`src/design/keyframe_linear_interpolator_defines.svh`:
```
// assertion macros for the keyframe interpolator
`ifndef KEYFRAME_LINEAR_INTERPOLATOR_DEFINES_SVH
`define KEYFRAME_LINEAR_INTERPOLATOR_DEFINES_SVH
`ifndef ASSERT_OFF
`define KLI_ASSERT(lbl, clk, rst, prop, msg) \
  lbl: assert property (@(posedge clk) disable iff (rst) (prop)) else $error(msg);
`define KLI_ASSERT_NEXT(lbl, clk, rst, ante, cons, msg) \
  lbl: assert property (@(posedge clk) disable iff (rst) (ante) |=> (cons)) else $error(msg);
`else
`define KLI_ASSERT(lbl, clk, rst, prop, msg)
`define KLI_ASSERT_NEXT(lbl, clk, rst, ante, cons, msg)
`endif
`endif

```
`src/design/kli_pkg.sv`:
```
package kli_pkg;

  localparam int KEY_DEPTH_DEF = 64;
  localparam int TIME_W        = 32;
  localparam int VAL_W         = 32;
  localparam int FRAC_W        = 16;

  localparam logic [1:0] REQ_CLEAR  = 2'd0;
  localparam logic [1:0] REQ_APPEND = 2'd1;
  localparam logic [1:0] REQ_EVAL   = 2'd2;

  localparam logic [1:0] ST_EVAL  = 2'd0;
  localparam logic [1:0] ST_EMPTY = 2'd1;
  localparam logic [1:0] ST_FULL  = 2'd2;
  localparam logic [1:0] ST_OK    = 2'd3;

  // one stored key, time in the lowest bits
  typedef struct packed {
    logic signed [VAL_W-1:0] z;
    logic signed [VAL_W-1:0] y;
    logic signed [VAL_W-1:0] x;
    logic [TIME_W-1:0]       t;
  } key_t;

  typedef struct packed {
    logic              start;
    logic [TIME_W-1:0] num;
    logic [TIME_W-1:0] den;
  } div_req_t;

endpackage

```
`src/design/kli_lerp.sv`:
```
// v0 + floor((v1 - v0) * frac / 2^16), product registered before the add
module kli_lerp (
  input  logic                               clk,
  input  logic                               rst,
  input  logic                               valid_in,
  input  logic signed [kli_pkg::VAL_W-1:0]   v0,
  input  logic signed [kli_pkg::VAL_W-1:0]   v1,
  input  logic [kli_pkg::FRAC_W-1:0]         frac,
  output logic                               valid_out,
  output logic signed [kli_pkg::VAL_W-1:0]   res
);

  localparam int DW = kli_pkg::VAL_W + 1;
  localparam int PW = DW + kli_pkg::FRAC_W + 1;

  logic signed [DW-1:0]            diff;
  logic signed [kli_pkg::FRAC_W:0] frac_s;
  logic signed [PW-1:0]            prod;
  logic signed [kli_pkg::VAL_W-1:0] v0_q;
  logic                            valid_q;

  assign diff   = $signed({v1[kli_pkg::VAL_W-1], v1}) - $signed({v0[kli_pkg::VAL_W-1], v0});
  assign frac_s = $signed({1'b0, frac});

  always_ff @(posedge clk) begin
    if (rst) begin
      valid_q   <= 1'b0;
      valid_out <= 1'b0;
    end else begin
      valid_q   <= valid_in;
      valid_out <= valid_q;
    end
  end

  // arithmetic shift of the product floors toward minus infinity
  always_ff @(posedge clk) begin
    prod <= diff * frac_s;
    v0_q <= v0;
    res  <= v0_q + prod[kli_pkg::FRAC_W +: kli_pkg::VAL_W];
  end

endmodule

```
`config.mk`:
```
export PLATFORM = sky130hd
export DESIGN_NAME = kli_lerp
export DESIGN_NICKNAME = d
export VERILOG_FILES = /design/src/design/keyframe_linear_interpolator_defines.svh /design/src/design/kli_pkg.sv /design/src/design/kli_lerp.sv
export SDC_FILE = /design/constraint.sdc
export NUM_CORES = 1
export LEC_CHECK = 0
export ABC_AREA = 1
export BUFFER_PORTS_ARGS = -buffer_cell sky130_fd_sc_hd__buf_2
export CORE_MARGIN = 3
export CORE_UTILIZATION = 52
export CTS_BUF_LIST = sky130_fd_sc_hd__clkbuf_8
export DETAILED_ROUTE_END_ITERATION = 16
export HOLD_SLACK_MARGIN = 0.02
export PLACE_DENSITY = 0.72
export SKIP_LAST_GASP = 1
export SYNTH_ARGS = -nofsm -noshare
export SYNTH_HDL_FRONTEND = slang
export SYNTH_SLANG_ARGS = --single-unit
```
`constraint.sdc`:
```
create_clock -name clk -period 15.53 [get_ports clk]
set_input_delay 1.553 -clock clk [delete_from_list [all_inputs] [get_ports clk]]
set_output_delay 1.553 -clock clk [all_outputs]
set_load 0.02 [all_outputs]
```
======== Word-level counts from Yosys, hierarchy flattened ========
Cells that the tools add are included.
word-level totals
  word-level logic and storage cells ...... 8
  input port bits ......................... 83
  flip-flop bits (word level) ............. 114
  output and inout port bits .............. 33
operators by class
  multipliers ............................. 1
  add/sub/neg operators ................... 2
operators with widths
  operator                      number
  multiplier 33 x 17 -> 48 bit  1
  subtractor 32 x 32 -> 33 bit  1
  adder 32 bit                  1

======== Depth between registers and ports, before layout ========
Gate-level depths: netlist of run 1.
  depth in word-level cells ............... 2
  mapped depth ............................ 41
  depth with buffers taken out ............ 40

======== Least setup slack after synthesis of run 1 ========
Ideal clock, no wire load.
  path kind ............................... in2reg
  start ................................... input port v1[0] (netlist name)
  end ..................................... register prod[43]
  buffers on the path ..................... 1
  data required time ...................... 15458 ps
  data arrival time ....................... 8028 ps
  slack ................................... 7431 ps
  stages on the path ...................... 34
  library setup time ...................... 72 ps
  cell sequence ........................... inv_1 > ha_1 > fa_1 > inv_1 > nand2_1 > nand2_1 > nand3_1 > nand2_2 > nand2_1 > nand2_2 > nand2_1 > nand2_1 > nand2_1 > nand2_2 > buf_6 > nor2_1 > fa_1 > inv_1 > fa_1 > inv_1 > fa_1 > fa_1 > fa_1 > inv_1 > fa_1 > inv_1 > ha_1 > nand2_1 > nor2_1 > inv_1 > nor4_1 > nand3_1 > nand3_1 > xor2_1
on the way
  cells in the longest elaborated chain, start to end .. 2
ends and longest elaborated chain
  what                          RTL line        RTL
  start: declaration            kli_lerp.sv:7   input logic signed [kli_pkg::VAL_W-1:0] v1,
  subtractor 32 x 32 -> 33 bit  kli_lerp.sv:22  assign diff = $signed({v1[kli_pkg::VAL_W-1], v1}) - $signed({v0[kli_pkg::VAL_W-1], v0});
  multiplier 33 x 17 -> 48 bit  kli_lerp.sv:37  prod <= diff * frac_s;
  end signal: assignment        kli_lerp.sv:37
  end: declaration              kli_lerp.sv:18  logic signed [PW-1:0] prod;
No other way between the ends.
A chain may end at the register's enable or synchronous reset.

======== Final worst setup path of run 1 ========
  start ................................... input port v0[0] (netlist name)
  end ..................................... register prod[46]
on the way
  cells in the longest elaborated chain, start to end .. 2
ends and longest elaborated chain
  what                          RTL line        RTL
  start: declaration            kli_lerp.sv:6   input logic signed [kli_pkg::VAL_W-1:0] v0,
  subtractor 32 x 32 -> 33 bit  kli_lerp.sv:22
  multiplier 33 x 17 -> 48 bit  kli_lerp.sv:37
No other way between the ends.

==> impl_summary.txt, run 1 <==
----------------------------------------------------
[Floorplan]
  Floorplan Core Area ... about 46000 sq um
  Ports placed on the boundary ... 116
  DIE AREA ... around 50000 sq um
  Initial core utilization ... 53.3%
  Rows ... 78
  Width of the die ... 223 um
  Vertical die dimension ... between 200 and 250 um

[Logic synthesis]
  Share of flip-flops with an asynchronous set or reset after synthesis ... 0%
  Total standard cell area after synthesis ... around 24000 sq um
  Mapped Avg Cell Area ... ~7.8 sq um
  Synthesized netlist net count ... 3899
  Gate count of the mapped netlist ... about 3200
  Number of synthesized flops with an enable pin ... 0
  Distinct cell type count after synthesis ... 50
  Main synth FF type ... sky130_fd_sc_hd__dfxtp_1
  Number of warnings reported in the yosys synthesis log ... 0
  Portion of the post-synthesis area used by sequential elements ... 8.03%
  Synthesis-stage register bit count ... between 90 and 100

[Placed design]
  Quantity of I/O buffers inserted on ports ... around 120
  Total half-perimeter wirelength after legalization and detailed placement ... approximately 72000 um
  Routability congestion estimate ... 0.984
  Placed Cells incl. Taps ... between 3000 and 4000
  Worst Setup Slack post-DPL ... between 5 and 6 ns

[Cells and area]
  Filler cells ... 4416
  Net count, final ... roughly 4000
  Post-layout instance count excluding filler cells ... 3820
  Fraction of layout cells with a size suffix above 1 ... ~6.4%
  Layout overhead on the synthesized area ... 5.24%

[Hold path]
  Worst hold-check path type ... reg2reg

[CTS]
  Register clock-pin slew on the reported worst setup and hold paths ... about 0.11 ns
  CTS H-tree depth ... 3
  Number of hold buffers added after CTS ... 0
  Number of post-CTS setup repair buffers ... 0
  Clock buffer depth ... 2
  Library cell used as clock root buffer ... sky130_fd_sc_hd__clkbuf_8
  TritonCTS clock tree ... done
  Clock latency on the worst-skew pair ... 0.39 ns
  Number of instances resized during post-cts repair ... 0
  Total CTS buffers ... 9
  # clock sinks ... 98

[Worst setup path]
  Critical Path Slowest Stage Cell ... sky130_fd_sc_hd__fa_1
  Kind of critical path ... in2reg
  CP Data Arrival Time ... between 9 and 10 ns
  Element type at the critical path end ... register
  Kind of start point of the critical path ... input pin
  Crit path top cell by count ... sky130_fd_sc_hd__nand2_1
  WP data required ... around 16 ns
  Max Fanout on Critical Path ... 14
  Crit path largest cell delay ... 0.73 ns

[Drt]
  Average via count per standard cell ... ~5.5
  First-pass DRT Iterations ... 6
  DRC violation count after routing ... 0
  Final wirelength ... around 85000 um
  Antenna violation net count after detailed routing ... 0
  Number of violations reported at the end of detailed-routing iteration 0 ... roughly 2000
  Average wire per cell in the routed design ... about 22 um
  Count of vias placed by the detailed router ... ~21000

[Flow run]
  Number of max-cap violations ... 0

[STA]
  Minimum period implied by the final worst setup slack ... 9.49 ns
  Final total negative setup slack ... 0 ns
  Min setup slack post-route ... a little over 6 ns
  Final hold violation count ... 0
  Final worst hold slack ... 0.415 ns
  Worst setup skew after layout ... about 0.013 ns
  Worst-case headroom to the max-slew limit ... between 10% and 20%
  Setup violation total in the final timing report ... 0
  Setup repair after global routing missed its margin ... false
  Max-slew violation count ... 0
  Achievable Freq ... between 100 and 150 MHz
  Actual slew at the worst max-slew pin ... 1.32 ns
  Final period utilization ... roughly 61%

[Global route]
  Remaining Overflow, GRT ... 0
  GRT Resource Usage Total ... 34.4%
  Number of antenna violations at the first check in global routing ... 1
  First-pass GRT wire length ... roughly 130000 um
  Largest net degree at the start of global routing ... 34
  Vias in the first global route ... 22474

[Status]
  Status ... completed

----------------------------------------------------
-- state kept, by name, indices dropped and copies added (netlist names) --
signal	cells
prod	32
res	32
v0_q	32
valid_out	1
valid_q	1
-- metal layers --
layer,wire [um],vias to the layer above,track usage (%)
li1,-,9494,-
met1,33500,10302,45.4
met2,38900,1144,56.2
met3,9240,166,8.90
met4,2840,2,10.2
met5,12,-,0
-- area by class of cell --
class	count	area (sq um)	area share, %
antenna	1	2.50	0.00973
clock buffer	9	124	0.482
clock inverter	7	67.6	0.263
inverter	795	2980	11.6
multi-input combinational	2184	19200	74.5
sequential	98	1960	7.63
tap	600	751	2.92
timing repair buffer	126	658	2.56
-- Yosys cell counts (all sizes together) (28+ instances only) --
cell	number	area (sq um)
o21ai	59	310
nor2	415	1580
clkbuf	53	199
nand2	514	1960
a21oi	114	589
xor2	50	472
ha	175	2190
nand3	190	951
fa	491	9830
or2	28	175
dfxtp	98	1960
inv	788	2960
-- cell families after synthesis --
logic type	after synthesis	share of synthesized area, %
AOI/OAI and AO/OA	250	6.08
adders and majority gates	666	49.2
DFF	98	8.03
buffers and inverters	868	13.5
and+or+nand+nor	1192	20.2
xor gates and xnor gates	76	3.00
-- cell usage in the layout (no fill, tap or decap), types with 4 or more instances in the layout --
cell,netlist,routed
sky130_fd_sc_hd__inv_1,780,780
sky130_fd_sc_hd__nand2_1,503,503
sky130_fd_sc_hd__fa_1,491,491
sky130_fd_sc_hd__nor2_1,408,408
sky130_fd_sc_hd__nand3_1,190,190
sky130_fd_sc_hd__ha_1,175,175
sky130_fd_sc_hd__buf_2,11,115
sky130_fd_sc_hd__a21oi_1,111,111
sky130_fd_sc_hd__dfxtp_1,98,98
sky130_fd_sc_hd__o21ai_0,55,55
sky130_fd_sc_hd__xor2_1,47,47
sky130_fd_sc_hd__xnor2_1,23,23
sky130_fd_sc_hd__or2_2,21,21
sky130_fd_sc_hd__o21bai_1,20,20
sky130_fd_sc_hd__nand4_1,17,17
sky130_fd_sc_hd__a21o_1,17,17
sky130_fd_sc_hd__nor3_1,16,16
sky130_fd_sc_hd__a31oi_1,15,15
sky130_fd_sc_hd__nand2_2,11,11
sky130_fd_sc_hd__buf_4,3,11
sky130_fd_sc_hd__a21boi_0,9,9
sky130_fd_sc_hd__clkbuf_8,0,9
sky130_fd_sc_hd__inv_2,8,8
sky130_fd_sc_hd__or2_1,7,7
sky130_fd_sc_hd__clkinv_1,7,7
sky130_fd_sc_hd__nor2_2,7,7
sky130_fd_sc_hd__nor4_1,6,6
sky130_fd_sc_hd__o21a_1,4,4
-- worst paths after layout --
| check | start | to | slack, ns | depth (start not counted) |
|---|---|---|---|---|
| setup / recovery | v0[0] | prod[46]$_DFF_P_ | 6.04 | 33 |
| hold / removal | valid_q$_SDFF_PP0_ | valid_out$_SDFF_PP0_ | 0.41 | 2 |
| setup reg to reg | prod[16]$_DFF_P_ | res[30]$_DFF_P_ | 12.61 | 10 |
| hold reg to reg | valid_q$_SDFF_PP0_ | valid_out$_SDFF_PP0_ | 0.41 | 2 |
-- critical path: cells and delay by family --
kind	cells	cell delay, ns
XOR/XNOR	1	0.30
adder cells (fa/ha/maj)	9	4.41
AND/OR/NAND/NOR	16	2.76
AO/OA/AOI/OAI	1	0.12
buffers and inverters	6	0.62
-- stage by stage --
| step | util (%) | instance area [sq um] |
|---|---|---|
| floorplan | - | 24400 |
| global placement | 55.7 | 25500 |
| detailed placement | 55.7 | 25500 |
| CTS | 56.1 | 25700 |
| global route | 56.1 | 25700 |
| finish | 56.1 | 25700 |
Power of run 1 is not shown: default switching activity piles up to over one toggle a cycle in this logic, so the estimate is an artifact.
==> inputs of run 2 (changes only) <==
==> constraint.sdc (replaced) <==
create_clock -name clk -period 9.9 [get_ports clk]
set_input_delay 0.99 -clock clk [delete_from_list [all_inputs] [get_ports clk]]
set_output_delay 0.99 -clock clk [all_outputs]
set_load 0.02 [all_outputs]
==> run 2 against run 1 <==
Compared with the run above:
- hold slack better by 0.0053 ns
- non-clock buffer count is 18 higher
- design area is 0.65% higher
- wire length is 0.40% higher
- via count is 1.7% higher
- critical path depth stayed put
- sequential share of layout area hardly changed
- core utilization is 0.36 points higher
- critical endpoint is now prod[43]$_DFF_P_
- largest cell class unchanged
==> impl_summary.txt, run 2 (synthesis results as in run 1) <==
----------------------------------------------------
[Global route]
  First-pass GRT wire length ... 130000 um (+0.39%)
  GRT Resource Usage Total ... 34.4% (about the same)
  Number of antenna violations at the first check in global routing ... 2 (+1)
  Largest net degree at the start of global routing ... 33 (-2.9%)
  Remaining Overflow, GRT ... 0 (unchanged)
  Vias in the first global route ... 22796 (+1.4%)

[Worst setup path]
  Crit path largest cell delay ... 0.76 ns (+0.03 ns)
  Critical Path Slowest Stage Cell ... sky130_fd_sc_hd__fa_1
  Max Fanout on Critical Path ... 14 (unchanged)
  CP Data Arrival Time ... 9.24 ns (-0.54 ns)
  Element type at the critical path end ... register
  Kind of start point of the critical path ... input pin
  Kind of critical path ... in2reg
  Buffer and inverter count on the worst path ... 7 (+1)
  Worst path top cell family by delay ... adder cells
  WP data required ... 10.20 ns (-5.62 ns)

[Drt]
  Antenna violation net count after detailed routing ... 0 (unchanged)
  Average wire per cell in the routed design ... 22.1 um (about the same)
  Final wirelength ... 84900 um (+0.40%)
  Count of vias placed by the detailed router ... 21465 (+1.7%)
  Average via count per standard cell ... 5.59 (+1.2%)
  Number of violations reported at the end of detailed-routing iteration 0 ... 1718 (-15%)
  First-pass DRT Iterations ... 6 (unchanged)
  DRC violation count after routing ... 0 (unchanged)

[STA]
  Max-slew violation count ... 0 (unchanged)
  Final worst hold slack ... 0.420 ns (+0.00526 ns)
  Actual slew at the worst max-slew pin ... 1.12 ns (-0.205 ns)
  Worst setup skew after layout ... 0.0129 ns (-0.0000660 ns)
  Worst-case headroom to the max-slew limit ... 25.0% (+14 points)
  Setup violation total in the final timing report ... 0 (unchanged)
  Achievable Freq ... 112 MHz
  Final hold violation count ... 0 (unchanged)
  Final period utilization ... ~90%
  Minimum period implied by the final worst setup slack ... between 8 and 9 ns
  Setup repair after global routing missed its margin ... false
  Min setup slack post-route ... 0.964 ns (-5.07 ns)
  Final total negative setup slack ... 0 ns (unchanged)

[Cells and area]
  Area of the multi-input gates ... 19200 sq um (unchanged)
  Layout overhead on the synthesized area ... 5.92%
  Fraction of layout cells with a size suffix above 1 ... 6.89% (+0.52 points)
  Leading cell type in the layout, fill and taps excluded ... sky130_fd_sc_hd__inv_1
  Final design instance area without fill ... 25900 sq um (+0.65%)
  FF/Latch Area ... 1960 sq um (unchanged)
  Leading registers by flop count ... prod: 32 flops, res: 32 flops, v0_q: 32 flops
  Filler cells ... 4394 (-0.50%)
  Net count, final ... 3981 (+0.45%)
  Diode count ... 0 (-1)
  Commonest cells after routing, fill and taps aside ... sky130_fd_sc_hd__inv_1 (780), sky130_fd_sc_hd__nand2_1 (503), sky130_fd_sc_hd__fa_1 (491), sky130_fd_sc_hd__nor2_1 (408), sky130_fd_sc_hd__nand3_1 (190)

[Placed design]
  Standard cell area after detailed placement ... 25700 sq um (+0.53%)
  Worst Setup Slack post-DPL ... 0.587 ns (-5.06 ns)
  Quantity of I/O buffers inserted on ports ... 115 (unchanged)
  Total half-perimeter wirelength after legalization and detailed placement ... 71900 um (+0.27%)
  Routability congestion estimate ... 0.995 (+1.0%)

[Floorplan]
  Vertical die dimension ... 223 um (unchanged)
  Initial core utilization ... 53.3% (unchanged)
  Width of the die ... 223 um (unchanged)
  Floorplan Core Area ... 45900 sq um (unchanged)
  Ports placed on the boundary ... 116 (unchanged)
  DIE AREA ... 49600 sq um (unchanged)
  Rows ... 78 (unchanged)

[CTS]
  TritonCTS clock tree ... done
  Register clock-pin slew on the reported worst setup and hold paths ... 0.11 ns (about the same)
  # clock sinks ... 98 (unchanged)
  Number of hold buffers added after CTS ... 0 (unchanged)
  Clock latency on the worst-skew pair ... 0.40 ns (about the same)
  CTS H-tree depth ... 3 (unchanged)
  Total CTS buffers ... 9 (unchanged)
  Number of instances resized during post-cts repair ... 0 (unchanged)
  Library cell used as clock root buffer ... sky130_fd_sc_hd__clkbuf_8
  Clock buffer depth ... 2 (unchanged)
  Number of post-CTS setup repair buffers ... 0 (unchanged)

[Status]
  Status ... completed

[Hold path]
  Worst hold-check path type ... reg2reg

[Flow run]
  Number of max-cap violations ... 0 (unchanged)

----------------------------------------------------
-- run 2: changes by cell type in the layout (fill, tap and decap cells not counted) --
cell                        before  now
sky130_fd_sc_hd__buf_4          11   29
sky130_fd_sc_hd__bufinv_16       0    2
sky130_fd_sc_hd__clkinv_2        0    1
sky130_fd_sc_hd__diode_2         1    0
sky130_fd_sc_hd__inv_6           2    1
sky130_fd_sc_hd__inv_8           3    1
-- run 2: stage by stage --
step,instances,util [%]
after global routing,3837,56.4
after global placement,3821,55.9
final,3837,56.4
after floorplan,3150,-
after CTS,3837,56.4
after detailed placement,3821,55.9
-- run 2: cell type report --
type / instances / area share, %
multi-input combinational: 2184 / 74.1
inverter: 795 / 11.5
sequential: 98 / 7.58
clock buffer: 9 / 0.478
clock inverter: 7 / 0.391
timing repair buffer: 144 / 3.06
tap: 600 / 2.90
-- run 2: layer usage --
| layer | up-vias | track usage [%] | share of wire, % |
|---|---|---|---|
| met3 | 227 | 8.31 | 10 |
| met2 | 1203 | 56.6 | 46 |
| met1 | 10500 | 44.6 | 39 |
| li1 | 9533 | - | - |
| met5 | - | 0 | 0.014 |
| met4 | 2 | 12.3 | 4.5 |
-- run 2: path summary, 6_finish.rpt --
path	slack [ns]	startpoint	endpoint	depth (start not counted)
worst max-delay path	0.96	v0[0]	prod[43]$_DFF_P_	33
worst min-delay path	0.42	valid_q$_SDFF_PP0_	valid_out$_SDFF_PP0_	2
worst max register to register	6.92	prod[16]$_DFF_P_	res[30]$_DFF_P_	9
worst min register to register	0.42	valid_q$_SDFF_PP0_	valid_out$_SDFF_PP0_	2
-- run 2: worst min-delay path, stage by stage, from the launching register on --
cell and delay, ns:
sky130_fd_sc_hd__dfxtp_1 0.31, sky130_fd_sc_hd__inv_1 0.04, sky130_fd_sc_hd__nor2_1 0.03
Power of run 2 is left out for the same reason.
==> inputs of run 3 (changes only) <==
--- a/config.mk
+++ b/config.mk
@@ -8,11 +8,11 @@
 export ABC_AREA = 1
 export BUFFER_PORTS_ARGS = -buffer_cell sky130_fd_sc_hd__buf_2
 export CORE_MARGIN = 3
-export CORE_UTILIZATION = 52
+export CORE_UTILIZATION = 47
 export CTS_BUF_LIST = sky130_fd_sc_hd__clkbuf_8
 export DETAILED_ROUTE_END_ITERATION = 16
 export HOLD_SLACK_MARGIN = 0.02
-export PLACE_DENSITY = 0.72
+export PLACE_DENSITY = 0.67
 export SKIP_LAST_GASP = 1
 export SYNTH_ARGS = -nofsm -noshare
 export SYNTH_HDL_FRONTEND = slang
==> run 3 against run 2 <==
Compared with the run above:
- die area grew 10%
- highest routed layer unchanged
- first-iteration DRC count grew 18%
- core utilization down 5.5 points
- largest cell class unchanged
- maximum frequency up 4.5%
- wire length down 6.9%
- cell count up 1.7%
- sequential share of layout area about the same
- non-clock buffer count decreased by 9
- register-to-register slack worse by 0.14 ns
- clock skew down 0.0020 ns
==> impl_summary.txt, run 3 (synthesis results as in run 1) <==
----------------------------------------------------
[CTS]
  Number of instances resized during post-cts repair ... 0 (unchanged)
  Clock latency on the worst-skew pair ... 0.40 ns (about the same)
  Register clock-pin slew on the reported worst setup and hold paths ... 0.09 ns (-0.02 ns)
  TritonCTS clock tree ... done
  Number of post-CTS setup repair buffers ... 0 (unchanged)
  CTS H-tree depth ... 3 (unchanged)
  Library cell used as clock root buffer ... sky130_fd_sc_hd__clkbuf_8
  Clock buffer depth ... 2 (unchanged)
  Total CTS buffers ... 9 (unchanged)
  Number of hold buffers added after CTS ... 0 (unchanged)
  # clock sinks ... 98 (unchanged)

[Worst setup path]
  Worst path top cell family by delay ... adder cells
  Kind of critical path ... in2reg
  Critical Path Slowest Stage Cell ... sky130_fd_sc_hd__o21ai_0
  R2R cell count ... 9 (unchanged)
  WP data required ... 10.22 ns (+0.02 ns)
  Crit path largest cell delay ... 0.58 ns (-0.18 ns)
  Total stage count of the critical path ... 27 (-18%)
  Kind of start point of the critical path ... input pin
  Element type at the critical path end ... register
  Max Fanout on Critical Path ... 13 (-1)
  Crit path top cell by count ... sky130_fd_sc_hd__fa_1
  Buffer and inverter count on the worst path ... 5 (-2)
  CP Data Arrival Time ... 8.87 ns (-0.37 ns)

[Drt]
  Count of vias placed by the detailed router ... 20560 (-4.2%)
  Number of violations reported at the end of detailed-routing iteration 0 ... 2022 (+18%)
  Antenna violation net count after detailed routing ... 0 (unchanged)
  Average wire per cell in the routed design ... 20.3 um (-8.4%)
  DRC violation count after routing ... 0 (unchanged)
  First-pass DRT Iterations ... 6 (unchanged)
  Average via count per standard cell ... 5.27 (-5.8%)
  Final wirelength ... 79000 um (-6.9%)

[Placed design]
  Placed Cells incl. Taps ... 3884 (+1.6%)
  Quantity of I/O buffers inserted on ports ... 115 (unchanged)
  Worst Setup Slack post-DPL ... 1.14 ns (+0.548 ns)
  Routability congestion estimate ... 1.04 (+4.9%)
  Total half-perimeter wirelength after legalization and detailed placement ... 68400 um (-4.9%)

[STA]
  Final total negative setup slack ... 0 ns (unchanged)
  Final period utilization ... 86.4% (-3.8 points)
  Worst setup skew after layout ... 0.0109 ns (-0.00200 ns)
  Minimum period implied by the final worst setup slack ... 8.56 ns (-0.381 ns)
  Worst-case headroom to the max-slew limit ... 18.1% (-6.9 points)
  Setup repair after global routing missed its margin ... false
  Min setup slack post-route ... 1.34 ns (+0.381 ns)
  Achievable Freq ... 117 MHz (+4.5%)
  Actual slew at the worst max-slew pin ... 1.22 ns (+0.101 ns)
  Final hold violation count ... 0 (unchanged)
  Setup violation total in the final timing report ... 0 (unchanged)
  Max-slew violation count ... 0 (unchanged)

[Global route]
  GRT Resource Usage Total ... 29.5% (-4.9 points)
  Largest net degree at the start of global routing ... 34 (+3.0%)
  Number of antenna violations at the first check in global routing ... 2 (unchanged)
  First-pass GRT wire length ... 121000 um (-6.5%)
  Remaining Overflow, GRT ... 0 (unchanged)
  Vias in the first global route ... 21028 (-7.8%)

[Floorplan]
  Vertical die dimension ... 234 um (+5.0%)
  Initial core utilization ... 48.1% (-5.2 points)
  Ports placed on the boundary ... 116 (unchanged)
  Rows ... 82 (+5.1%)
  Floorplan Core Area ... 50800 sq um (+11%)
  DIE AREA ... 54800 sq um (+10%)
  Width of the die ... 234 um (+5.0%)

[Cells and area]
  Layout overhead on the synthesized area ... 5.84% (about the same)
  Commonest cells after routing, fill and taps aside ... sky130_fd_sc_hd__inv_1 (781), sky130_fd_sc_hd__nand2_1 (503), sky130_fd_sc_hd__fa_1 (491), sky130_fd_sc_hd__nor2_1 (408), sky130_fd_sc_hd__nand3_1 (190)
  Post-layout instance count excluding filler cells ... 3901 (+1.7%)
  Leading cell type in the layout, fill and taps excluded ... sky130_fd_sc_hd__inv_1
  Leading registers by flop count ... prod: 32 flops, res: 32 flops, v0_q: 32 flops
  Filler cells ... 5167 (+18%)
  Fraction of layout cells with a size suffix above 1 ... 6.60% (-0.29 points)
  Net count, final ... 3972 (-0.23%)

[Flow run]
  Number of max-cap violations ... 0 (unchanged)

[Hold path]
  Worst hold-check path type ... reg2reg
  Worst Hold Depth ... 2 (unchanged)

[Status]
  Status ... completed

----------------------------------------------------
run 3: changes by cell type in the layout (fill, tap and decap cells not counted):
cell                        change
sky130_fd_sc_hd__clkbuf_8       +1
sky130_fd_sc_hd__diode_2        +1
sky130_fd_sc_hd__bufinv_16      -2
sky130_fd_sc_hd__clkinv_4       +1
sky130_fd_sc_hd__buf_4          -9
sky130_fd_sc_hd__inv_1          +1
sky130_fd_sc_hd__inv_8          -1
run 3: per-layer routing:
layer	GRT usage [%]	vias to the layer above	wire, um	part of all wire, %
li1	-	9502	-	-
met1	39.6	10043	32600	41
met2	47.2	856	36100	46
met3	7.74	157	7530	9.5
met4	8.95	2	2770	3.5
met5	0	-	13	0.016
run 3: path summary, 6_finish.rpt:
check / slack, ns / end / startpoint
setup / recovery: 1.34 / prod[43]$_DFF_P_ / v1[12]
hold / removal: 0.42 / valid_out$_SDFF_PP0_ / valid_q$_SDFF_PP0_
setup reg to reg: 6.78 / res[30]$_DFF_P_ / prod[16]$_DFF_P_
hold reg to reg: 0.42 / valid_out$_SDFF_PP0_ / valid_q$_SDFF_PP0_
run 3: tightest hold or removal path: stages, from the launching register on:
cell	delay [ns]
sky130_fd_sc_hd__dfxtp_1	0.31
sky130_fd_sc_hd__inv_1	0.04
sky130_fd_sc_hd__nor2_1	0.03
run 3: area by class of cell:
cell class	count	area (sq um)	share of cell area, %
sequential	98	1960	7.58
inverter	795	2980	11.5
clock buffer	10	138	0.532
clock inverter	6	42.5	0.164
antenna	1	2.50	0.00967
multi-input combinational	2184	19200	74.1
timing repair buffer	135	726	2.81
tap	672	841	3.25
run 3: stage by stage:
stage / hold slack, ns / utilization [%] / area (sq um)
floorplan: 0.388 / - / 24400
global placement: 0.391 / 50.6 / 25700
detailed placement: 0.410 / 50.6 / 25700
CTS: 0.423 / 50.9 / 25900
global route: 0.438 / 50.9 / 25900
finish: 0.418 / 50.9 / 25900
Power of run 3 is left out for the same reason.
