### src/design/keyframe_linear_interpolator_defines.svh
// assertion macros for the keyframe interpolator
`ifndef KEYFRAME_LINEAR_INTERPOLATOR_DEFINES_SVH
`define KEYFRAME_LINEAR_INTERPOLATOR_DEFINES_SVH
`ifndef ASSERT_OFF
`define KLI_ASSERT(lbl, clk, rst, prop, msg) \
  lbl: assert property (@(posedge clk) disable iff (rst) (prop)) else $error(msg);
`define KLI_ASSERT_NEXT(lbl, clk, rst, ante, cons, msg) \
  lbl: assert property (@(posedge clk) disable iff (rst) (ante) |=> (cons)) else $error(msg);
`else
`define KLI_ASSERT(lbl, clk, rst, prop, msg)
`define KLI_ASSERT_NEXT(lbl, clk, rst, ante, cons, msg)
`endif
`endif

### src/design/kli_pkg.sv
package kli_pkg;

  localparam int KEY_DEPTH_DEF = 64;
  localparam int TIME_W        = 32;
  localparam int VAL_W         = 32;
  localparam int FRAC_W        = 16;

  localparam logic [1:0] REQ_CLEAR  = 2'd0;
  localparam logic [1:0] REQ_APPEND = 2'd1;
  localparam logic [1:0] REQ_EVAL   = 2'd2;

  localparam logic [1:0] ST_EVAL  = 2'd0;
  localparam logic [1:0] ST_EMPTY = 2'd1;
  localparam logic [1:0] ST_FULL  = 2'd2;
  localparam logic [1:0] ST_OK    = 2'd3;

  // one stored key, time in the lowest bits
  typedef struct packed {
    logic signed [VAL_W-1:0] z;
    logic signed [VAL_W-1:0] y;
    logic signed [VAL_W-1:0] x;
    logic [TIME_W-1:0]       t;
  } key_t;

  typedef struct packed {
    logic              start;
    logic [TIME_W-1:0] num;
    logic [TIME_W-1:0] den;
  } div_req_t;

endpackage

### src/design/kli_divider.sv
`include "keyframe_linear_interpolator_defines.svh"

// restoring divider, one quotient bit per cycle; numerator below denominator
module kli_divider (
  input  logic                         clk,
  input  logic                         rst,
  input  kli_pkg::div_req_t            req,
  output logic                         busy,
  output logic                         done,
  output logic [kli_pkg::FRAC_W-1:0]   quot
);

  localparam int CNT_W = $clog2(kli_pkg::FRAC_W + 1);

  logic [kli_pkg::TIME_W:0]   rem;
  logic [kli_pkg::TIME_W-1:0] den;
  logic [CNT_W-1:0]           cnt;
  logic [kli_pkg::TIME_W:0]   shifted;

  assign shifted = {rem[kli_pkg::TIME_W-1:0], 1'b0};

  always_ff @(posedge clk) begin
    if (rst) begin
      busy <= 1'b0;
      done <= 1'b0;
      cnt  <= '0;
    end else begin
      done <= 1'b0;
      if (req.start) begin
        busy <= 1'b1;
        cnt  <= CNT_W'(kli_pkg::FRAC_W);
      end else if (busy) begin
        cnt <= cnt - 1'b1;
        if (cnt == CNT_W'(1)) begin
          busy <= 1'b0;
          done <= 1'b1;
        end
      end
    end
  end

  always_ff @(posedge clk) begin
    if (req.start) begin
      rem <= {1'b0, req.num};
      den <= req.den;
    end else if (busy) begin
      if (shifted >= {1'b0, den}) begin
        rem  <= shifted - {1'b0, den};
        quot <= {quot[kli_pkg::FRAC_W-2:0], 1'b1};
      end else begin
        rem  <= shifted;
        quot <= {quot[kli_pkg::FRAC_W-2:0], 1'b0};
      end
    end
  end

  `KLI_ASSERT(a_div_no_restart, clk, rst, !(req.start && busy), "divider restarted while busy")
  `KLI_ASSERT_NEXT(a_div_done, clk, rst, busy && cnt == CNT_W'(1), done && !busy, "divider missed done")
  `KLI_ASSERT(a_div_done_idle, clk, rst, !(done && busy), "divider done while busy")

endmodule

### config.mk
export PLATFORM = sky130hd
export DESIGN_NAME = kli_divider
export DESIGN_NICKNAME = d
export VERILOG_FILES = /design/src/design/kli_pkg.sv /design/src/design/kli_divider.sv
export VERILOG_INCLUDE_DIRS = /design/src /design/src/design
export SDC_FILE = /design/constraint.sdc
export NUM_CORES = 1
export LEC_CHECK = 0
export ABC_AREA = 1
export BUFFER_PORTS_ARGS = -buffer_cell sky130_fd_sc_hd__buf_2
export CORE_ASPECT_RATIO = 0.75
export CORE_MARGIN = 1.5
export CORE_UTILIZATION = 53
export DETAILED_ROUTE_END_ITERATION = 8
export GPL_TIMING_DRIVEN = 0
export MAX_ROUTING_LAYER = met4
export PLACE_DENSITY = 0.83
export RECOVER_POWER = 25
export SETUP_SLACK_MARGIN = 0.02
export SLEW_MARGIN = 20
export SYNTH_ARGS = -nofsm -noshare
export SYNTH_HDL_FRONTEND = slang
export SYNTH_SLANG_ARGS = --single-unit
### constraint.sdc
create_clock -name clk -period 2.21 [get_ports clk]
set_clock_uncertainty 0.15 [all_clocks]
set_input_delay 0.1105 -clock clk [delete_from_list [all_inputs] [get_ports clk]]
set_output_delay 0.1105 -clock clk [all_outputs]
set_load 0.1 [all_outputs]
# == Yosys cells after proc, flatten, opt, wreduce, memory -nomap -nowiden ==
# Index checks and enable logic that the tools add are counted.
# totals
register_bits,87
latchBits,0
mem_bits_rw,0
rom_bits,0
inputBits,67
out_inout_bits,18
wordCells,27
n_memories,0
# classes
add_sub_neg,2
n_mul,0
n_div,0
order_cmp,1
n_eq_ne,1
shift,0
muxes,10
n_bitwise,2
n_reduce_logical,4
# ops
op,n
32-bit two-way mux,3
33-bit by 32-bit >= comparator with 1-bit output,1
32-bit subtractor,1
5-bit two-way mux,2
5-bit by 1-bit equality test with 1-bit output (second input constant),1
1-bit two-way mux,5
5-bit by 1-bit subtractor with 5-bit output (second input constant),1
3-bit OR reduction,1
1-bit NOT,2
2-bit AND reduction,1
2-bit nonzero test,1
2-bit OR reduction,1

# == Logic depth before layout (Yosys ltp) ==
# Gate-level depths: netlist of run 1.
# depth
ltp_word,4
depth_mapped,17

# == Least setup slack after synthesis of run 1 ==
# No wires, ideal clock.
# synth_path
path_kind,flip-flop to flip-flop
startpoint,reg busy
endpoint,reg rem[0] in the netlist's numbering (enable)
setup_time_ps,390
arrival_time_ps,1967
t_required_ps,1670
path_slack_ps,-297
path_stages_with_launch,3
path_buffers,0
synth_period_minus_slack_ps,2507
path_cell_list,dfxtp_1 > inv_1 > nand2_1
# synth_between
elab_chain_cells,1
# synth_rtl
item,line_no,source
"start, declared",kli_divider.sv:8,"output logic busy,"
"start signal, assigned",kli_divider.sv:24,busy <= 1'b0;
"start signal, assigned",kli_divider.sv:30,busy <= 1'b1;
"start signal, assigned",kli_divider.sv:35,busy <= 1'b0;
2-bit nonzero test (no source line),--,
"end signal, assigned",kli_divider.sv:44,"rem <= {1'b0, req.num};"
"end signal, assigned",kli_divider.sv:48,"rem <= shifted - {1'b0, den};"
"end signal, assigned",kli_divider.sv:51,rem <= shifted;
"end, declared",kli_divider.sv:15,logic [kli_pkg::TIME_W:0] rem;
# No other way between the ends.
# A chain may end at the register's enable or synchronous reset.

# == Worst setup path in the final report of run 1 ==
# layout_path
startpoint,reg rem[0] in the netlist's numbering
endpoint,reg rem[12] in the netlist's numbering (data pin)
# layout_between
elab_chain_cells,4
# layout_rtl
item,line_no,source
32-bit subtractor or 33-bit by 32-bit >= comparator with 1-bit output (tied branches),"kli_divider.sv:48, kli_divider.sv:47",
32-bit two-way mux *,kli_divider.sv:47,"if (shifted >= {1'b0, den}) begin"
32-bit two-way mux *,kli_divider.sv:46,end else if (busy) begin
32-bit two-way mux *,kli_divider.sv:43,if (req.start) begin
# Every way passes the cells marked *; elsewhere a longest branch is shown, timed or not. The select of a mux whose other input is x is not followed.

==> run summary, run 1 <==
The library cells used most frequently in the layout, excluding fill and tap cells, are sky130_fd_sc_hd__nand2_1 (271), sky130_fd_sc_hd__inv_1 (157), sky130_fd_sc_hd__buf_2 (86), sky130_fd_sc_hd__edfxtp_1 (80), sky130_fd_sc_hd__dlygate4sd3_1 (65). For the global-route usage over all layers, the log shows 36.30%. The most area-hungry cell type in the Yosys netlist is sky130_fd_sc_hd__edfxtp_1. The final layout contains routed wiring with a total length of 22480 um. The setup check on the worst reg-to-reg path leaves a slack of -410 ps. The critical path starts at rem[0]$_DFFE_PP_. The kind of start point of the critical path is a flop. The share of the Yosys chip area taken by registers is 40.26%. Via count of the first global-routing pass: 6778.

TritonCTS built the clock tree. The count of pins over their slew limit was 0; the slack of the critical path was -407.8 ps. Count of maximum capacitance violations: 0.

Timing would allow up to 382.0 MHz. Summed over all layers, the global routing overflow is 0. The netlist uses 37 different library cells. Setup repair after global routing could not meet its margin everywhere. The die height is 97.53 um. The primary flip-flop cell chosen by synthesis mapping was sky130_fd_sc_hd__edfxtp_1. The startpoint identified for the worst register-to-register timing path is rem[0]$_DFFE_PP_. For the final hold violation count, the log shows 0. Detailed placement ended at an HPWL of 13770 um. At the end of the flow, the number of nets in the layout was 1180. Before antenna repair, the detailed router went through 6 iterations. The initial antenna violation count came out at 2.

The mean post-synth cell area is 7.250 um2, and the synthesized area is 6315 um2. The logs give 43.53% for the relative slew slack and 79.81% for the final core utilization. The shortest period the worst path allows works out to 2618 ps. The global-route wire length before repair is 33650 um, and the clock transition at the registers of the reported paths is 80 ps.

The number of clock buffers inserted by TritonCTS was 9; the power density over the cells was 893.6 nW/um2. The commonest non-fill, non-tap cell in the layout is sky130_fd_sc_hd__nand2_1. The design draws 8.283 mW. For this run, the number of Yosys warnings is 0. Detailed routing inserted a total of 6607 vias.

The library cell contributing the largest single delay on the critical path was sky130_fd_sc_hd__edfxtp_1. The detailed router finished its first iteration with 580 violations. In the final routed layout, each cell accounts on average for 18.03 um. For the worst path arrival time, the log shows 2560 ps. Counting flops and latches in the post-synthesis netlist gives 87.

The number of buffers and inverters on the critical path is 2, and the number of antenna-violating nets in the routed design is 0. The tools report the post-place setup slack as -733.0 ps. The flow ran to the end, but the final reports show violations. The die is 129.0 um wide. At the later pin of the worst-skew pair, clock insertion delay measures 350 ps. In this run the worst setup path terminates at rem[12]$_DFFE_PP_.

Standby leakage power: 4.547 nW. After detailed placement, the total cell area comes to 7047 um2. The tree is rooted in a sky130_fd_sc_hd__clkbuf_16. 85 I/O pins were placed. The congestion estimate from routability-driven global placement came to 0.9328. The synthesized design devotes to its leading area cell type 38.04% of total area. Post-synthesis to final-layout area growth: 46.78%. The portion of the clock cycle consumed by the worst path in the final layout came out at 118.5%. In this run the number of cells on the critical path is 13. For the starting utilization of the core area, the log shows 54.37%. For the final setup violation count, the log shows 33. In this run, synthesis inferred 80 flip-flops with an integrated enable. In this design, the largest share of critical-path delay is due to simple AND/OR/NAND/NOR gates. Counting every net in the synthesized netlist gives 973. By area the synthesized netlist is led by sky130_fd_sc_hd__edfxtp_1 (38%), sky130_fd_sc_hd__nand2_1 (20%), sky130_fd_sc_hd__inv_1 (10%).

The run gives 12590 um2 as the full die area. The worst register-to-register path ends at rem[12]$_DFFE_PP_. The total of buffers placed on input and output ports works out to 84.

The worst min-delay path class was in2reg. The checks that failed: negative setup slack. Setup total negative slack on the finished layout was measured at -11790 ps. After detailed routing, the number of remaining DRC violations is 0. The fraction of registers with async set/reset is 0%, and the area taken by multi-input logic gates is 3885 um2. VDD sags by at most 0.4613 mV. Final hold analysis gives a worst-case slack of 118.0 ps.

Once layout is done, the placed cells without fillers occupy 9269 um2. Data on the critical path is required at its endpoint by 2160 ps. The worst reg-to-reg path cell count is 13, and the slew at the pin with the worst max-slew slack is 846.1 ps. The via density per instance was 5.298; the number of sinks on the clock net was 87. The final non-filler cell total was 1247; the number of placed instances, taps included was 1117. STA classifies the critical path endpoint as a flop. The clock tree synthesis step divided the H-tree into 3 levels. The clock passes through at most 2 buffers. The floorplan has 34 rows. The critical path is of the reg2reg type. The synthesized netlist cell count was 871; the longest individual stage delay on the worst path was 460 ps. Along the worst path, the maximum fanout reaches 10. The core region is 11610 um2. Walking the worst path, the cells encountered are ha_4 -> ha_2 -> nand4_1 -> nor2_2 -> nand2_2 -> nor2_4 -> nor2_4 -> buf_6 -> nand2_8 -> buf_12 -> nand2_1 -> nand3_2 -> nand2_1. The filler cells instantiated in the layout total 774. In the final layout, the share of cells above drive strength 1 is 30.75%. The logs give 2544 um2 for the register cell area after layout and 34 for the largest net degree at the start of global routing.
## per-layer routing
metal  GRT usage (%)  part of all wire, %  vias to the layer above
li1                -                    -                     3138
met1           45.98                   43                     3054
met2           57.80                   46                      348
met3           7.048                  7.9                       67
met4           13.40                  3.2                        0
met5               -                    0                        -
## how the worst min path moves through the flow
stage          startpoint  slack, ps  depth (start not counted)             endpoint
3_3_place_gp       req[2]        140                          1     den[2]$_DFFE_PP_
5_1_grt           req[64]        120                          1    den[29]$_DFFE_PP_
6_report          req[64]        120                          1    den[29]$_DFFE_PP_
3_5_place_dp       req[3]        140                          1     den[3]$_DFFE_PP_
2_1_floorplan         rst         30                          1  cnt[4]$_SDFFE_PP0P_
4_1_cts           req[64]        110                          1    den[29]$_DFFE_PP_
## registers in the layout, indices dropped and copies added (netlist names)
signal	count
busy	1
den	32
cnt	5
quot	16
done	1
rem	32
## kinds of logic after synthesis
logic type | after synthesis | share of synthesized area (%)
simple gates | 515 | 35.86
buf+inv | 189 | 12.01
flops | 87 | 40.26
fa+ha+maj | 35 | 7.054
compound gates | 30 | 2.734
xor+xnor | 15 | 2.081
## cell usage after synthesis (5+ instances only)
library cell,count
sky130_fd_sc_hd__and2_1,5
sky130_fd_sc_hd__nand4_1,10
sky130_fd_sc_hd__nand3b_1,25
sky130_fd_sc_hd__nand2_1,333
sky130_fd_sc_hd__nand3_2,7
sky130_fd_sc_hd__a21oi_1,18
sky130_fd_sc_hd__dfxtp_1,7
sky130_fd_sc_hd__buf_6,5
sky130_fd_sc_hd__ha_1,34
sky130_fd_sc_hd__buf_2,6
sky130_fd_sc_hd__edfxtp_1,80
sky130_fd_sc_hd__inv_1,168
sky130_fd_sc_hd__xnor2_1,13
sky130_fd_sc_hd__nand3_1,67
sky130_fd_sc_hd__nor2_1,48
## final cells by class
class	instances	share of cell area [%]
antenna	2	0.05400
buffer	16	1.944
clock buffer	9	2.430
clock inverter	7	0.7964
inverter	173	7.006
multi-input combinational	595	41.91
sequential	87	27.44
tap	162	2.187
timing repair buffer	196	16.23
## power breakdown
part           switching [mW]  internal, mW
clock network           0.770         0.802
registers               0.171          2.07
logic                    2.58          1.89
total                    3.52          4.76
## repair_timing
item                                   CTS  global route
pin swaps                               18            39
buffers inserted                        37             7
gates resized for setup                119            74
hold buffers                            65             0
setup endpoints to repair               66            33
gates cloned                             2             1
endpoints found under the hold margin   67             0
(Power assumes the default switching activity.)
==> inputs of run 2 (changes only) <==
--- a/config.mk
+++ b/config.mk
@@ -6,15 +6,14 @@
 export SDC_FILE = /design/constraint.sdc
 export NUM_CORES = 1
 export LEC_CHECK = 0
-export ABC_AREA = 1
 export BUFFER_PORTS_ARGS = -buffer_cell sky130_fd_sc_hd__buf_2
 export CORE_ASPECT_RATIO = 0.75
 export CORE_MARGIN = 1.5
-export CORE_UTILIZATION = 53
+export CORE_UTILIZATION = 55
 export DETAILED_ROUTE_END_ITERATION = 8
 export GPL_TIMING_DRIVEN = 0
 export MAX_ROUTING_LAYER = met4
-export PLACE_DENSITY = 0.83
+export PLACE_DENSITY = 0.84
 export RECOVER_POWER = 25
 export SETUP_SLACK_MARGIN = 0.02
 export SLEW_MARGIN = 20
==> constraint.sdc (replaced) <==
create_clock -name clk -period 2.75 [get_ports clk]
set_clock_uncertainty 0.15 [all_clocks]
set_input_delay 0.1375 -clock clk [delete_from_list [all_inputs] [get_ports clk]]
set_output_delay 0.1375 -clock clk [all_outputs]
set_load 0.1 [all_outputs]
==> run 2 against run 1 <==
The flow finishes with violations (negative hold slack, negative setup slack). Register-to-register slack lost 40 ps. Die area shrank 15%. Non-clock buffer count shrank 8. Sequential cell count is the same. Largest cell class unchanged. Largest power group unchanged.
==> run summary, run 2 <==
The flow ran to the end, but the final reports show violations. The final reports fail on negative hold slack, negative setup slack. The logs give 87 for the number of sinks on the clock net and 313.1 MHz for the highest achievable clock rate.

The tools report the synthesized netlist cell count as 555. The floorplan step defined a die boundary enclosing 10660 um2. Of all flip-flops after synthesis, the portion carrying an async set or reset was 0%. In this run switching power makes up 39.96% of total power. In this run the number of H-tree levels came out at 3. The share of synthesized area spent on multiplexers was 0.1812%; the total of flip-flops plus latches after synthesis was 87. In this run the tool buffered the top-level ports with 84 buffer cells.

After detailed routing, the average wire length per cell comes to 21.52 um. Measured against its own limit, the worst slew margin works out to 34.55%. The cell area after placement is 6213 um2. Synthesized area: 5523 um2.

Setup repair after global routing could not meet its margin everywhere. For the routability congestion estimate, the log shows 0.9952. Ranked by instance count, the synthesized netlist is headed by sky130_fd_sc_hd__edfxtp_1 (80), sky130_fd_sc_hd__inv_1 (58), sky130_fd_sc_hd__nand2_1 (41). In the post-synthesis netlist, the cell with the most instances is sky130_fd_sc_hd__edfxtp_1.

Summing the areas of all xor and xnor instances in the mapped netlist gives 3.806% of the synthesized area. The synthesized-area fraction occupied by ao, oa, aoi and oai cells was 21.05%; the number of core rows was 31. The library cells used most frequently in the layout, excluding fill and tap cells, are sky130_fd_sc_hd__buf_2 (83), sky130_fd_sc_hd__edfxtp_1 (80), sky130_fd_sc_hd__inv_1 (57), sky130_fd_sc_hd__dlygate4sd3_1 (56), sky130_fd_sc_hd__nand2_1 (40).

The run gives 0 as the total grt overflow. TritonCTS built the clock tree. The slack of the critical path was -443.7 ps; the post-DP HPWL was 11420 um. The post-synthesis adder-cell area fraction is 8.065%, and the share of total power in the clock network is 20.1%.

Counting flops with a built-in enable in the synthesized netlist gives 80. STA classifies the critical path endpoint as a flop. The post-detailed-routing wire length was 18940 um.

The largest registers in the layout are den (32), rem (32), quot (16). Combinational logic is responsible for 50.2% of the overall power. The number of buffers between clock root and the deepest sink is 2. The count of pins over their slew limit was 0; the final core utilization was 80.18%. Ranked by total cell area, the synthesized netlist is headed by sky130_fd_sc_hd__edfxtp_1 (43%), sky130_fd_sc_hd__ha_1 (7.7%), sky130_fd_sc_hd__inv_1 (3.9%). In the finished design, the share of the clock period the worst path needs comes to 116.1%.

The run gives 1 as the final hold violation count. The via density per instance works out to 6.206. The floorplan step set the die height to 89.78 um. After the first detailed-routing iteration, the DRC count stood at 517. The commonest non-fill, non-tap cell in the layout is sky130_fd_sc_hd__buf_2. Clock tree synthesis selected as its root buffer the cell sky130_fd_sc_hd__clkbuf_16. The logs give 5243 for the via count of the first global-routing pass and 7 for the first-pass detailed-route iteration total.

At the placement stage, the worst setup path has a slack of -819.4 ps. The tools report the post-route DRC violation count as 0. Summing over every cut layer, the via total after detailed routing is 5461. In this run the power density over the cells is 784.5 nW/um2. The kind of start point of the critical path was a flop. Of the cells placed in the final design, the portion with a size suffix greater than 1 is 30.92%.

Primary flip-flop cell chosen by synthesis mapping: sky130_fd_sc_hd__edfxtp_1. Once the floorplan was initialized, standard cells occupied 56.95% of the core. The min-delay analysis places its worst path in the category in2reg. The setup path with the least slack is of type reg2reg. Global routing used 35.37% of the available tracks.

For this design the total switching power over the nets is 2.437 mW. The number of antenna-violating nets in the routed design is 0, and the initial antenna violation count is 1. For this run, the register share of the synthesized area comes to 46.04%. Of all cell types, the one taking the most synthesized area is sky130_fd_sc_hd__edfxtp_1. The core box area is 9697 um2, and the number of clock buffers inserted by TritonCTS is 9.

Sequential fraction of design power: 29.7%. For the hold slack, the log shows -3.375 ps. The logs give 33 for the final setup violation count and 3210 ps for the worst path arrival time. The shortest period the worst path allows was 3194 ps. The peak fanout along the critical path came out at 5. The internal portion of total power is 3.662 mW, and the mean post-synth cell area is 9.951 um2. The later pin in the worst-skew pair is clocked with a latency of 360 ps. For the largest net degree at the start of global routing, the log shows 34.

For the post-route total power, the log shows 6.099 mW. The final design area excluding fillers is 7775 um2, and the post-synthesis to final-layout area growth is 40.78%. The final layout net count was 844. The clock transition at the registers of the reported paths was 60 ps; the net count after synthesis was 657.

The number of unique standard cell types used by synthesis was 63; the die width was 118.7 um. The tools report the count of warnings emitted by yosys as 0. Of the post-synthesis cell area, the dominant cell type holds 43.50%. For the count of maximum capacitance violations, the log shows 0.

For this design the static power due to leakage is 3.173 nW. The slew at the pin with the worst max-slew slack came out at 981.8 ps. STA puts the critical path data required time at 2760 ps.

During I/O placement, the number of pins put on the boundary was 85. The first global-routing pass estimated 27770 um of wire. By area, the combinational part of the netlist is dominated by compound AO/OA/AOI/OAI gates. Of the total synthesized cell area, the portion taken by AND, OR, NAND and NOR gates is 14.30%. VDD sags by at most 0.4476 mV.
## run 2: cell types whose count changed after synthesis, moves of 23 or more
| cell | before | now |
|---|---|---|
| sky130_fd_sc_hd__inv_1 | 168 | 58 |
| sky130_fd_sc_hd__nand2_1 | 333 | 41 |
| sky130_fd_sc_hd__nand3_1 | 67 | 20 |
| sky130_fd_sc_hd__nand3b_1 | 25 | 2 |
| sky130_fd_sc_hd__o21ai_0 | 3 | 36 |
## run 2: worst paths after layout
kind                       from            endpoint  slack (ps)  cells after the start
max           rem[19]$_DFFE_PP_    rem[2]$_DFFE_PP_        -440                     12
max reg2reg   rem[19]$_DFFE_PP_    rem[2]$_DFFE_PP_        -440                     12
min reg2reg  quot[13]$_DFFE_PP_  quot[14]$_DFFE_PP_         300                      0
min                     req[52]   rem[20]$_DFFE_PP_          -3                      3
## run 2: worst max-delay path: stages, from the launching register on
cell	delay, ps
sky130_fd_sc_hd__edfxtp_1	400
sky130_fd_sc_hd__ha_1	320
sky130_fd_sc_hd__a21o_1	170
sky130_fd_sc_hd__a211o_1	330
sky130_fd_sc_hd__a31oi_4	200
sky130_fd_sc_hd__o31ai_4	100
sky130_fd_sc_hd__o311a_1	330
sky130_fd_sc_hd__and3_4	220
sky130_fd_sc_hd__buf_6	130
sky130_fd_sc_hd__nor2_8	140
sky130_fd_sc_hd__inv_8	60
sky130_fd_sc_hd__buf_4	170
sky130_fd_sc_hd__o311ai_2	260
## run 2: per-stage QoR
| step | std cells | TNS [ps] |
|---|---|---|
| 3_3_place_gp | 771 | -30350 |
| 6_report | 880 | -11740 |
| 4_1_cts | 861 | -12920 |
| 5_1_grt | 880 | -14550 |
| 3_5_place_dp | 771 | -33820 |
| 2_1_floorplan | 555 | -4595 |
## run 2: cell type report
type                    count  area [um2]
clock buffers              10       250.2
multi-input cells         381        3058
inverters                  59       229.0
plain buffers              21       136.4
flip-flops and latches     87        2542
repair buffers            183        1353
well taps                 132       165.2
diodes                      1       2.502
fillers                   619        1922
clock inverters             6       38.79
## run 2: layer usage
metal | up-vias | wire length [um] | GRT usage (%)
li1 | 2436 | - | -
met1 | 2610 | 7694 | 46.66
met2 | 340 | 8520 | 53.00
met3 | 75 | 1999 | 8.629
met4 | 0 | 720 | 13.86
met5 | - | 0 | -
## run 2: what timing repair did
item	in CTS	in global routing
hold buffers	56	0
pin swaps	21	31
buffers inserted	21	21
gates cloned	1	0
setup endpoints to repair	65	33
resized for setup	41	50
hold endpoints to repair	62	0
## run 2: kinds of logic (layout without fill, tap and decap cells)
family | Yosys count | after routing
compound gates | 165 | 165
mux | 1 | 1
simple gates | 156 | 156
other cells | 0 | 1
buf+inv | 87 | 279
xor+xnor | 24 | 24
flops | 87 | 87
fa+ha+maj | 35 | 35
## run 2: power by group through the flow
stage	sequential [mW]	combinational, mW	clock, mW
2_1_floorplan	1.86	1.69	0
3_3_place_gp	1.81	2.25	0
3_5_place_dp	1.82	2.30	0
4_1_cts	1.80	2.66	1.22
5_1_grt	1.82	3.25	1.26
6_report	1.81	3.06	1.22
==> inputs of run 3 (changes only) <==
--- a/config.mk
+++ b/config.mk
@@ -9,11 +9,11 @@
 export BUFFER_PORTS_ARGS = -buffer_cell sky130_fd_sc_hd__buf_2
 export CORE_ASPECT_RATIO = 0.75
 export CORE_MARGIN = 1.5
-export CORE_UTILIZATION = 55
+export CORE_UTILIZATION = 50
 export DETAILED_ROUTE_END_ITERATION = 8
 export GPL_TIMING_DRIVEN = 0
 export MAX_ROUTING_LAYER = met4
-export PLACE_DENSITY = 0.84
+export PLACE_DENSITY = 0.78
 export RECOVER_POWER = 25
 export SETUP_SLACK_MARGIN = 0.02
 export SLEW_MARGIN = 20
==> run 3 against run 2 <==
The flow finishes with violations (negative setup slack). Design area rose by 0.79%. Clock power rose by 11%. Combinational power barely moved. Critical path depth fell by 1. Hold slack improved by 5.2 ps. Final cell count rose by 0.57%. Core utilization fell by 8.0 points. First-iteration DRC count did not move. Sequential power barely moved. Non-clock buffer count fell by 4. Register-to-register slack got worse by 60 ps. Wire length fell by 3.4%. Critical endpoint is now rem[13]$_DFFE_PP_.
==> run summary, run 3 (synthesis results as in run 2) <==
For this configuration, the core starts out at a cell density of 50.86%. Setup violations remaining at the end of the flow were counted as 33. Summed over all layers, the routed wires come to 18290 um. Using the TritonRoute via totals, the vias-per-cell ratio works out to 6.141.

The clock reaches the later pin of the worst-skew pair after 350 ps. The tool flagged a number of max-cap violations equal to 0. The critical path runs through a total of 11 cells. The pre-antenna-repair detailed-routing pass consisted of 6 iterations. The die is 94.02 um tall. The largest registers in the layout are den (32), rem (32), quot (16). In this run the power density over the cells is 793.2 nW/um2.

The tools report the hold slack as 1.790 ps. The full die area was 11690 um2. The run gives -505.2 ps as the slack of the critical path. The tools report the root buffer selected by CTS as sky130_fd_sc_hd__clkbuf_16. Setup repair after global routing could not meet its margin everywhere. The post-route DRC violation count was 0; the number of placed instances, taps included was 779. The run gives 307.2 MHz as the highest achievable clock rate. On the critical path, the stage with the largest delay is an instance of sky130_fd_sc_hd__edfxtp_1.

The shortest period the worst path allows was 3255 ps. The commonest non-fill, non-tap cell in the layout is sky130_fd_sc_hd__buf_2. The final hold violation count was 0. The worst min-delay path class is in2reg.

After filler insertion, the fill cell instance count of the layout stands at 777. The run finished, with violations left. In the global route stage, overall resource usage came out at 29.79%. The largest net degree at the start of global routing is 34.

For the pin with the worst max-slew slack, the measured transition is 1024 ps. The worst reg-to-reg path cell count was 11. Leaving out filler cells and counting taps, the final layout contains 885.

The post-synthesis to final-layout area growth is 41.89%. The tools report the final layout net count as 842. The total grt overflow was 0; the portion of the clock cycle consumed by the worst path in the final layout was 118.4%. The H-tree was split into 3 levels.

Cells with a size suffix above 1 make up 29.40% of the layout. After the first detailed-routing iteration, the DRC count stood at 517. The count of nets left with antenna violations once routing finished came out at 0. Buffers inserted during clock tree synthesis total 9.

In this run the deepest clock path goes through 2 buffers. Clock-pin slew was measured on the worst setup and hold paths at 70 ps. The routed via count is 5435. The via count of the first global-routing pass is 5149, and the diode insertion count for antenna repair is 0. Count of pins over their slew limit: 0. Detailed placement finished with a half-perimeter wire length of 11220 um. The cell area after placement was 6223 um2. For the core box area, the log shows 10860 um2. From left edge to right edge, the die measures 124.4 um.

Kind of capture point of the worst setup path: a flop. The number of buffers and inverters on the critical path was 2. In the layout the commonest cells are sky130_fd_sc_hd__buf_2 (84), sky130_fd_sc_hd__edfxtp_1 (80), sky130_fd_sc_hd__inv_1 (57), sky130_fd_sc_hd__dlygate4sd3_1 (54), sky130_fd_sc_hd__nand2_1 (40). VDD sags by at most 0.4690 mV.

The standby leakage power is 3.190 nW. The post-route total power was 6.216 mW. The post-place setup slack came out at -994.1 ps. Walking the worst path, the cells encountered are ha_4 -> nor2b_4 -> o31ai_4 -> a21o_1 -> a31oi_4 -> or3_4 -> and3_4 -> nor2_8 -> inv_6 -> buf_12 -> o311ai_4. The tools report the worst path arrival time as 3260 ps.

The category of cells accounting for the largest share of critical-path delay was compound AO/OA/AOI/OAI gates. The critical path class was reg2reg. Data on the critical path is required at its endpoint by 2760 ps. In this design, the stage delay of the slowest critical-path cell is 470 ps. The floorplan has 33 rows. The total of buffers placed on input and output ports was 84; the boundary pin count was 85.

The routability congestion estimate was 0.9961; the worst hold path cell count was 3. The worst pin sits at a relative slew slack of 31.76%. Kind of start point of the critical path: a flop.

The final design area excluding fillers is 7836 um2. TritonCTS built the clock tree. For the area taken by multi-input logic gates, the log shows 3065 um2. The first global-routing pass estimated 26190 um of wire. The peak fanout along the critical path came out at 7. In the final layout, flip-flops and latches occupy 2542 um2. Dividing the detail-routed wire length by the instance count gives 20.67 um. The checks that failed: negative setup slack. The initial antenna violation count is 0. The clock drives 87 sinks.
## run 3: routing by layer
metal	track usage (%)	share of wire, %
met4	12.93	3.2
met3	8.144	9.1
met5	-	0
met1	36.82	42
met2	46.38	45
## run 3: worst paths after layout
| path | end | slack [ps] | startpoint |
|---|---|---|---|
| max reg2reg | rem[13]$_DFFE_PP_ | -510 | rem[0]$_DFFE_PP_ |
| min | rem[17]$_DFFE_PP_ | 2 | req[49] |
| max | rem[13]$_DFFE_PP_ | -510 | rem[0]$_DFFE_PP_ |
| min reg2reg | quot[13]$_DFFE_PP_ | 300 | quot[12]$_DFFE_PP_ |
## run 3: worst register-to-register path, cell delays in order, from the launching register on
cell and delay [ps]:
sky130_fd_sc_hd__edfxtp_1 470, sky130_fd_sc_hd__ha_4 280, sky130_fd_sc_hd__nor2b_4 140, sky130_fd_sc_hd__o31ai_4 310, sky130_fd_sc_hd__a21o_1 270, sky130_fd_sc_hd__a31oi_4 130
sky130_fd_sc_hd__or3_4 410, sky130_fd_sc_hd__and3_4 260, sky130_fd_sc_hd__nor2_8 130, sky130_fd_sc_hd__inv_6 70, sky130_fd_sc_hd__buf_12 140, sky130_fd_sc_hd__o311ai_4 280
## run 3: report_power, final
part	switching [mW]	internal, mW
sequential	0.124	1.69
clock	0.550	0.800
combinational	1.75	1.30
## run 3: final cells by class
| cell class | instances | share of cell area (%) |
|---|---|---|
| plain buffers | 23 | 2.044 |
| clock buffers | 9 | 2.874 |
| clock inverters | 7 | 1.213 |
| inverters | 59 | 2.890 |
| multi-input cells | 383 | 39.12 |
| flip-flops and latches | 87 | 32.44 |
| well taps | 140 | 2.235 |
| repair buffers | 177 | 17.18 |
## run 3: through the flow
stage / TNS, ps / util, %
after CTS: -12910 / 68.99
after detailed placement: -31820 / 57.31
after floorplan: -4595 / -
after global routing: -15940 / 72.16
final: -13400 / 72.16
after global placement: -30530 / 57.29
## run 3: repair_timing
item / in CTS / in global routing
gates resized for setup: 50 / 36
cloned: 1 / 5
setup buffers: 20 / 15
hold endpoints to repair: 60 / 0
pin swaps: 25 / 30
endpoints found under the setup margin: 33 / 65
hold buffers: 54 / 0
